`config.mk`:
```
export PLATFORM = sky130hd
export DESIGN_NAME = session_slot_table_top
export DESIGN_NICKNAME = d
export VERILOG_FILES = /design/src/rtl/sst_pkg.sv /design/src/rtl/session_slot_table_top.sv
export SDC_FILE = /design/constraint.sdc
export NUM_CORES = 2
export LEC_CHECK = 0
export ABC_AREA = 1
export BUFFER_PORTS_ARGS = -buffer_cell sky130_fd_sc_hd__buf_2
export CORE_ASPECT_RATIO = 0.8
export CORE_MARGIN = 2
export CORE_UTILIZATION = 40
export DETAILED_ROUTE_END_ITERATION = 8
export GPL_TIMING_DRIVEN = 0
export PLACE_DENSITY_LB_ADDON = 0.15
export SLEW_MARGIN = 25
export SYNTH_ARGS = -nofsm -noshare
export SYNTH_HDL_FRONTEND = slang
export SYNTH_SLANG_ARGS = --single-unit
```
`constraint.sdc`:
```
create_clock -name clk -period 25.7 [get_ports clk]
set_input_delay 0 -clock clk [delete_from_list [all_inputs] [get_ports clk]]
set_output_delay 0 -clock clk [all_outputs]
set_load 0.05 [all_outputs]
```
`src/rtl/sst_pkg.sv`:
```
// ----------------------------------------------------------------------------
// Session slot table package
// Request and response payload types, request modes and status codes.
// ----------------------------------------------------------------------------
package sst_pkg;

  localparam logic [1:0] MODE_CREATE  = 2'd0;
  localparam logic [1:0] MODE_DESTROY = 2'd1;
  localparam logic [1:0] MODE_QUERY   = 2'd2;

  localparam logic [1:0] ST_OK       = 2'd0;
  localparam logic [1:0] ST_INVALID  = 2'd1;
  localparam logic [1:0] ST_NOROOM   = 2'd2;
  localparam logic [1:0] ST_NOTFOUND = 2'd3;

  localparam logic [2:0] POLICY_MAX = 3'd3;

  localparam int IdW   = 64;
  localparam int PrioW = 32;

  typedef struct packed {
    logic [1:0]              mode;
    logic [IdW-1:0]          session_id;
    logic signed [PrioW-1:0] priority_req;
    logic [2:0]              policy;
  } req_t;

  typedef struct packed {
    logic [1:0]     status;
    logic [IdW-1:0] new_id;
    logic           is_active;
    logic           best_valid;
    logic [3:0]     best_slot;
    logic [4:0]     active_count;
  } rsp_t;

endpackage

```
`src/rtl/session_slot_table_top.sv`:
```
// ----------------------------------------------------------------------------
// Session slot table
// Allocates, frees and looks up sessions in a fixed slot table and reports
// the active count and the highest-priority active slot with each response.
// ----------------------------------------------------------------------------
// A request is accepted only while idle; the next one is not taken until
//   the response is issued after a single pass over the slot memory, one
//   entry per cycle through its one read port.
// A response left waiting on out_ready holds the block in its final step.
// Reset: all slots inactive, id counter at 1, active count at 0; slot ids and
//   priorities are not cleared and are only read for active slots.
// ----------------------------------------------------------------------------
module session_slot_table_top #(
  parameter int SLOTS = 16
) (
  input  logic          clk,
  input  logic          rst_n,
  input  logic          in_valid,
  output logic          in_ready,
  input  sst_pkg::req_t in_data,
  output logic          out_valid,
  input  logic          out_ready,
  output sst_pkg::rsp_t out_data
);

  localparam int IW = (SLOTS > 1) ? $clog2(SLOTS) : 1;
  localparam int CW = $clog2(SLOTS + 1);
  localparam int MW = sst_pkg::IdW + sst_pkg::PrioW;

  typedef enum logic [1:0] {
    S_IDLE,
    S_SCAN,
    S_DONE
  } state_t;

  state_t                          state_r, state_nxt;
  sst_pkg::req_t                   req_r, req_nxt;
  logic [SLOTS-1:0]                slot_active_r, slot_active_nxt;
  logic [sst_pkg::IdW-1:0]         id_counter_r, id_counter_nxt;
  logic [CW-1:0]                   live_count_r, live_count_nxt;
  logic [CW-1:0]                   issue_cnt_r, issue_cnt_nxt;
  logic [IW-1:0]                   chk_idx_r;
  logic                            pipe_v_r, pipe_v_nxt;
  logic                            free_found_r, free_found_nxt;
  logic [IW-1:0]                   free_idx_r, free_idx_nxt;
  logic                            match_found_r, match_found_nxt;
  logic [IW-1:0]                   match_idx_r, match_idx_nxt;
  logic                            best_valid_r, best_valid_nxt;
  logic [IW-1:0]                   best_idx_r, best_idx_nxt;
  logic signed [sst_pkg::PrioW-1:0] best_prio_r, best_prio_nxt;
  logic                            out_valid_r, out_valid_nxt;
  sst_pkg::rsp_t                   out_data_r, out_data_nxt;

  logic [MW-1:0]                   slot_mem [SLOTS];
  logic [MW-1:0]                   rd_data_r;
  logic                            mem_we;

  logic [sst_pkg::IdW-1:0]         rd_ident;
  logic signed [sst_pkg::PrioW-1:0] rd_prio;
  logic signed [sst_pkg::PrioW-1:0] eff_prio;
  logic                            cur_active;
  logic                            id_hit;
  logic                            create_ok;
  logic                            destroy_ok;
  logic                            query_ok;
  logic                            take_free;
  logic                            drop;
  logic                            eff_active;
  logic                            better;
  logic                            issuing;
  logic                            out_free;

  assign in_ready  = (state_r == S_IDLE);
  assign out_valid = out_valid_r;
  assign out_data  = out_data_r;

  assign rd_ident   = rd_data_r[MW-1:sst_pkg::PrioW];
  assign rd_prio    = signed'(rd_data_r[sst_pkg::PrioW-1:0]);
  assign cur_active = slot_active_r[chk_idx_r];
  assign id_hit     = cur_active && (rd_ident == req_r.session_id);

  assign create_ok  = (req_r.mode == sst_pkg::MODE_CREATE) &&
                      (req_r.policy <= sst_pkg::POLICY_MAX);
  assign destroy_ok = (req_r.mode == sst_pkg::MODE_DESTROY) && (req_r.session_id != '0);
  assign query_ok   = (req_r.mode == sst_pkg::MODE_QUERY) && (req_r.session_id != '0);

  // The slot seen first in index order is the one a create fills or a
  // destroy frees, so the best-slot search can see the post-request table.
  assign take_free  = create_ok && !free_found_r && !cur_active;
  assign drop       = destroy_ok && !match_found_r && id_hit;
  assign eff_active = take_free || (cur_active && !drop);
  assign eff_prio   = take_free ? req_r.priority_req : rd_prio;
  assign better     = eff_active && (!best_valid_r || (eff_prio > best_prio_r));

  assign issuing  = (issue_cnt_r < CW'(SLOTS));
  assign out_free = !out_valid_r || out_ready;

  always_comb begin
    state_nxt       = state_r;
    req_nxt         = req_r;
    slot_active_nxt = slot_active_r;
    id_counter_nxt  = id_counter_r;
    live_count_nxt  = live_count_r;
    issue_cnt_nxt   = issue_cnt_r;
    pipe_v_nxt      = 1'b0;
    free_found_nxt  = free_found_r;
    free_idx_nxt    = free_idx_r;
    match_found_nxt = match_found_r;
    match_idx_nxt   = match_idx_r;
    best_valid_nxt  = best_valid_r;
    best_idx_nxt    = best_idx_r;
    best_prio_nxt   = best_prio_r;
    out_valid_nxt   = out_valid_r && !out_ready;
    out_data_nxt    = out_data_r;
    mem_we          = 1'b0;

    case (state_r)
      S_IDLE: begin
        if (in_valid) begin
          req_nxt         = in_data;
          issue_cnt_nxt   = '0;
          free_found_nxt  = 1'b0;
          free_idx_nxt    = '0;
          match_found_nxt = 1'b0;
          match_idx_nxt   = '0;
          best_valid_nxt  = 1'b0;
          best_idx_nxt    = '0;
          best_prio_nxt   = '0;
          state_nxt       = S_SCAN;
        end
      end

      S_SCAN: begin
        if (issuing) begin
          issue_cnt_nxt = issue_cnt_r + 1'b1;
          pipe_v_nxt    = 1'b1;
        end
        if (pipe_v_r) begin
          if (take_free) begin
            free_found_nxt = 1'b1;
            free_idx_nxt   = chk_idx_r;
          end
          if ((destroy_ok || query_ok) && !match_found_r && id_hit) begin
            match_found_nxt = 1'b1;
            match_idx_nxt   = chk_idx_r;
          end
          if (better) begin
            best_valid_nxt = 1'b1;
            best_idx_nxt   = chk_idx_r;
            best_prio_nxt  = eff_prio;
          end
          if (chk_idx_r == IW'(SLOTS - 1)) begin
            state_nxt = S_DONE;
          end
        end
      end

      S_DONE: begin
        if (out_free) begin
          out_data_nxt           = '0;
          out_data_nxt.best_valid = best_valid_r;
          out_data_nxt.best_slot  = 4'(best_idx_r);
          case (req_r.mode)
            sst_pkg::MODE_CREATE: begin
              if (!create_ok) begin
                out_data_nxt.status = sst_pkg::ST_INVALID;
              end else if (!free_found_r) begin
                out_data_nxt.status = sst_pkg::ST_NOROOM;
              end else begin
                out_data_nxt.status         = sst_pkg::ST_OK;
                out_data_nxt.new_id         = id_counter_r;
                slot_active_nxt[free_idx_r] = 1'b1;
                id_counter_nxt              = id_counter_r + 1'b1;
                live_count_nxt              = live_count_r + 1'b1;
                mem_we                      = 1'b1;
              end
            end
            sst_pkg::MODE_DESTROY: begin
              if (!destroy_ok) begin
                out_data_nxt.status = sst_pkg::ST_INVALID;
              end else if (!match_found_r) begin
                out_data_nxt.status = sst_pkg::ST_NOTFOUND;
              end else begin
                out_data_nxt.status          = sst_pkg::ST_OK;
                slot_active_nxt[match_idx_r] = 1'b0;
                if (live_count_r != '0) begin
                  live_count_nxt = live_count_r - 1'b1;
                end
              end
            end
            sst_pkg::MODE_QUERY: begin
              out_data_nxt.status    = sst_pkg::ST_OK;
              out_data_nxt.is_active = match_found_r;
            end
            default: begin
              out_data_nxt.status = sst_pkg::ST_INVALID;
            end
          endcase
          out_data_nxt.active_count = 5'(live_count_nxt);
          out_valid_nxt             = 1'b1;
          state_nxt                 = S_IDLE;
        end
      end

      default: begin
        state_nxt = S_IDLE;
      end
    endcase
  end

  always_ff @(posedge clk) begin
    if (!rst_n) begin
      state_r       <= S_IDLE;
      slot_active_r <= '0;
      id_counter_r  <= sst_pkg::IdW'(1);
      live_count_r  <= '0;
      pipe_v_r      <= 1'b0;
      out_valid_r   <= 1'b0;
    end else begin
      state_r       <= state_nxt;
      slot_active_r <= slot_active_nxt;
      id_counter_r  <= id_counter_nxt;
      live_count_r  <= live_count_nxt;
      pipe_v_r      <= pipe_v_nxt;
      out_valid_r   <= out_valid_nxt;
    end
    req_r         <= req_nxt;
    issue_cnt_r   <= issue_cnt_nxt;
    chk_idx_r     <= issue_cnt_r[IW-1:0];
    free_found_r  <= free_found_nxt;
    free_idx_r    <= free_idx_nxt;
    match_found_r <= match_found_nxt;
    match_idx_r   <= match_idx_nxt;
    best_valid_r  <= best_valid_nxt;
    best_idx_r    <= best_idx_nxt;
    best_prio_r   <= best_prio_nxt;
    out_data_r    <= out_data_nxt;
  end

  // Slot id and priority store: one write port, one registered read port
  always_ff @(posedge clk) begin
    if (mem_we) begin
      slot_mem[free_idx_r] <= {id_counter_r, req_r.priority_req};
    end
    rd_data_r <= slot_mem[issue_cnt_r[IW-1:0]];
  end

endmodule
```
==> reports/results.tsv <==
stage	metric	value	unit
status	status	completed	
timing	final clock skew	38.22	ps
logic_synthesis	adder-cell share of the synthesized area	0.5814	%
route	Remaining DRCs	0	
global_routing	antenna violations before repair	21	
route	final wirelength	240500	um
logic_synthesis	EDFF count, synth	1764	
global_routing	largest net degree at the start of global routing	36	
floorplanning	Die Area	0.1973	mm2
power	Seq pwr share	48.0	%
route	post-route ant nets	0	
clock_network	clock latency on the worst-skew pair	840	ps
logic_synthesis	mux cell area share after synthesis	1.938	%
logic_synthesis	Post-Syn Nets	6115	
logic_synthesis	simple-gate portion of the synthesized area	11.28	%
logic_synthesis	Cells after Synth	5974	
route	wire length per cell	25.17	um
power	Pwr per Cell Area	81.02	mW/mm2
logic_synthesis	synthesized flop and latch total	1953	
global_routing	total track usage	24.07	%
timing	Slew Limit Fails	0	
logic_synthesis	primary flip-flop cell chosen by synthesis mapping	edfxtp_1	
floorplanning	die height	397.6	um
timing	Hold WS	104.9	ps
route	number of vias per cell	5.437	
clock_network	CTS tree	yes	
placed_design	RD Place Congestion	0.8967	
worst_setup_path	crit-path leading delay family	simple AND/OR/NAND/NOR gates	
placed_design	hpwl dp	171000	um
floorplanning	# IOs	184	
timing	final setup fails	0	
worst_setup_path	CP cell instances	buf_2 > buf_6 > o211ai_1 > nand3_1 > nand3_1 > nand2_1 > nor2_4 > buf_6 > buf_2 > a21oi_1 > ha_1 > nand2_1 > nor3_1 > and3_1 > nand2_1 > nand3_1 > nand3_1 > nand2_1 > nand2_1 > a21oi_4 > buf_16 > buf_16	
logic_synthesis	Mean Syn Cell Area	12.97	um2
logic_synthesis	Compound-Gate Fraction of Synth Area	8.821	%
timing	setup TNS	0	ps
worst_setup_path	Crit path arrival time	5960	ps
power	Leak	31.21	nW
logic_synthesis	Async SR Flop Fraction	0	%
logic_synthesis	Post-Synthesis Cell Area	0.07748	mm2
route	detailed-route via count	51943	
power	internal power	5.443	mW
floorplanning	Initial Util	40.23	%
route	Iteration-0 DRC Markers	5415	
worst_setup_path	Setup crit start kind	flop	
logic_synthesis	yosys warns	0	
cells_and_area	most frequent cells in the layout	1764 x edfxtp_1, 1141 x nor2_1, 526 x nand2_1	
worst_setup_path	worst endpoint required time	26220	ps
floorplanning	Die X	496.1	um
timing	final setup margin	20260	ps
timing	max_slew headroom	27.87	%
clock_network	postcts setup bufs	0	
timing	Worst-Margin Slew	1082	ps
power	Clock power frac	37.8	%
timing	Tcrit/Tclk final	21.18	%
cells_and_area	area grow syn2layout	19.30	%
global_routing	total gr overflow	0	
placed_design	Port Buffers	180	
global_routing	first-pass GRT wire length	346200	um
worst_setup_path	max incr delay on CP	440	ps
floorplanning	Core ar.	0.1926	mm2
logic_synthesis	Synth Area in XOR/XNOR	0.8591	%
cells_and_area	share of cells above drive strength 1	12.72	%
worst_setup_path	CP max FO	20	
logic_synthesis	post-synthesis sequential area ratio	73.25	%
clock_network	clock sinks	1953	
worst_setup_path	CP max stage cell	ha_1	
worst_setup_path	Setup CP Type	flop to flop	
timing	Final Hold Vio Count	0	
clock_network	H-tree levels	4	
job	max-cap violations	0	
logic_synthesis	largest family of logic cells by synthesized area	simple AND/OR/NAND/NOR gates	
clock_network	Longest Clk Path Bufs	3	
clock_network	TritonCTS buffer count	197	
hold_path	Hold Crit Class	primary input to flop	
power	Comb pwr share	14.2	%
timing	Period minus WS final	5442	ps
worst_setup_path	CP dominant cell by count	nand2_1	
cells_and_area	commonest non-fill, non-tap cell in the layout	edfxtp_1	
logic_synthesis	Yosys cell types	56	
clock_network	CTS root buf	clkbuf_16	
placed_design	dpl ws	20220	ps
power	Switching Share	27.32	%
power	Max rail drop VDD	0.06863	mV
worst_setup_path	CP Capture Type	flop	
cells_and_area	Final nets	6957	
route	Pre-antenna DRT Iters	6	
worst_setup_path	Buf+Inv Stages, Crit Path	6	
global_routing	vias in the first global route	50069	
clock_network	Worst-path clk slew	60	ps
power	Net Sw Power	2.046	mW
timing	RSZ-0062 raised after global routing	no	
floorplanning	FP Rows	144	
timing	FMAX	183.7	MHz
==> cell type report <==
cell class                 instances  area (um2)
buffer                           336        1406
multi-input combinational       3381       18300
timing repair buffer             643        5288
tap                             2555        3197
fill                           17083      100200
sequential                      1953       56760
inverter                         304        1147
antenna                            9       22.52
clock inverter                   111       964.7
clock buffer                     262        5358
==> kinds of logic (layout without fill, tap and decap cells) <==
logic type      after synthesis  in the layout
xor+xnor                     76             76
other cells                   0              9
flops                      1953           1953
compound gates             1033           1033
buf+inv                     640           1656
simple gates               2086           2086
fa+ha+maj                    36             36
mux                         150            150
==> worst paths after layout <==
check,start,endpoint,slack [ps],cells past startpoint
max,chk_idx_r[0]$_DFF_P_,best_prio_r[26]$_SDFFCE_PN0P_,20260,22
min,out_ready,out_valid$_SDFF_PN0_,100,5
max reg2reg,chk_idx_r[0]$_DFF_P_,best_prio_r[26]$_SDFFCE_PN0P_,20260,22
min reg2reg,issue_cnt_r[2]$_SDFFCE_PN0P_,chk_idx_r[2]$_DFF_P_,400,0
==> flip-flops by register name, indices dropped and copies added, names as in the netlist, 4 cells and up <==
name and flops:
slot_mem 1536, req_r 99, rd_data_r 96, out_data 77, id_counter_r 64, best_prio_r 32, slot_active_r 16, issue_cnt_r 5
live_count_r 5, best_idx_r 4, chk_idx_r 4, free_idx_r 4, match_idx_r 4
==> power by group through the flow <==
| stage | Combinational, mW | Clock, mW | Sequential [mW] |
|---|---|---|---|
| 3_3_place_gp | 1.00 | 0 | 3.67 |
| 5_1_grt | 1.15 | 3.00 | 3.60 |
| 4_1_cts | 1.06 | 2.88 | 3.59 |
| 6_report | 1.06 | 2.83 | 3.59 |
| 2_1_floorplan | 0.587 | 0 | 3.65 |
| 3_5_place_dp | 1.03 | 0 | 3.66 |
==> layer usage <==
metal	GRT usage [%]	up-vias	routed length (um)
met5	0	-	13
met4	8.093	2	7494
met3	3.538	293	17580
met2	37.09	1995	108800
met1	34.95	26064	106600
li1	-	23589	-
==> cells in the mapped netlist (48+ instances only) <==
master	n	share of area, %
nand3_1	210	1.4
nor2_1	1143	5.5
clkbuf_1	264	1.3
inv_1	284	1.4
o21ai_0	427	2.8
xor2_1	75	0.85
nor3_1	81	0.52
dfxtp_1	189	4.9
o221ai_1	149	1.7
o211ai_1	48	0.47
edfxtp_1	1764	68
o32ai_1	235	2.7
a21oi_1	126	0.81
nand2_1	526	2.5
mux2i_1	150	1.9
==> repair_timing <==
action / CTS / global route
hold endpoints to repair: 189 / 0
hold buffers: 202 / 0
gates resized for setup: 0 / 0
==> worst register-to-register path: cells and delay by family, from the launching register on <==
kind                       cells  cell delay (ps)
and+or+nand+nor               12             2440
AOI/OAI and AO/OA              3              670
adders and majority gates      1              440
buffers and inverters          6             1260
DFF                            1              300
==> metrics by stage <==
stage	cells	power, mW	util, %	area [um2]
final	9554	7.489	47.99	92430
after detailed placement	8970	4.695	43.65	84070
after floorplan	5974	4.236	-	77480
after global routing	9546	7.750	47.98	92410
after global placement	8709	4.667	42.35	81580
after CTS	9545	7.540	47.98	92410
Power figures use the tool's default switching activity.
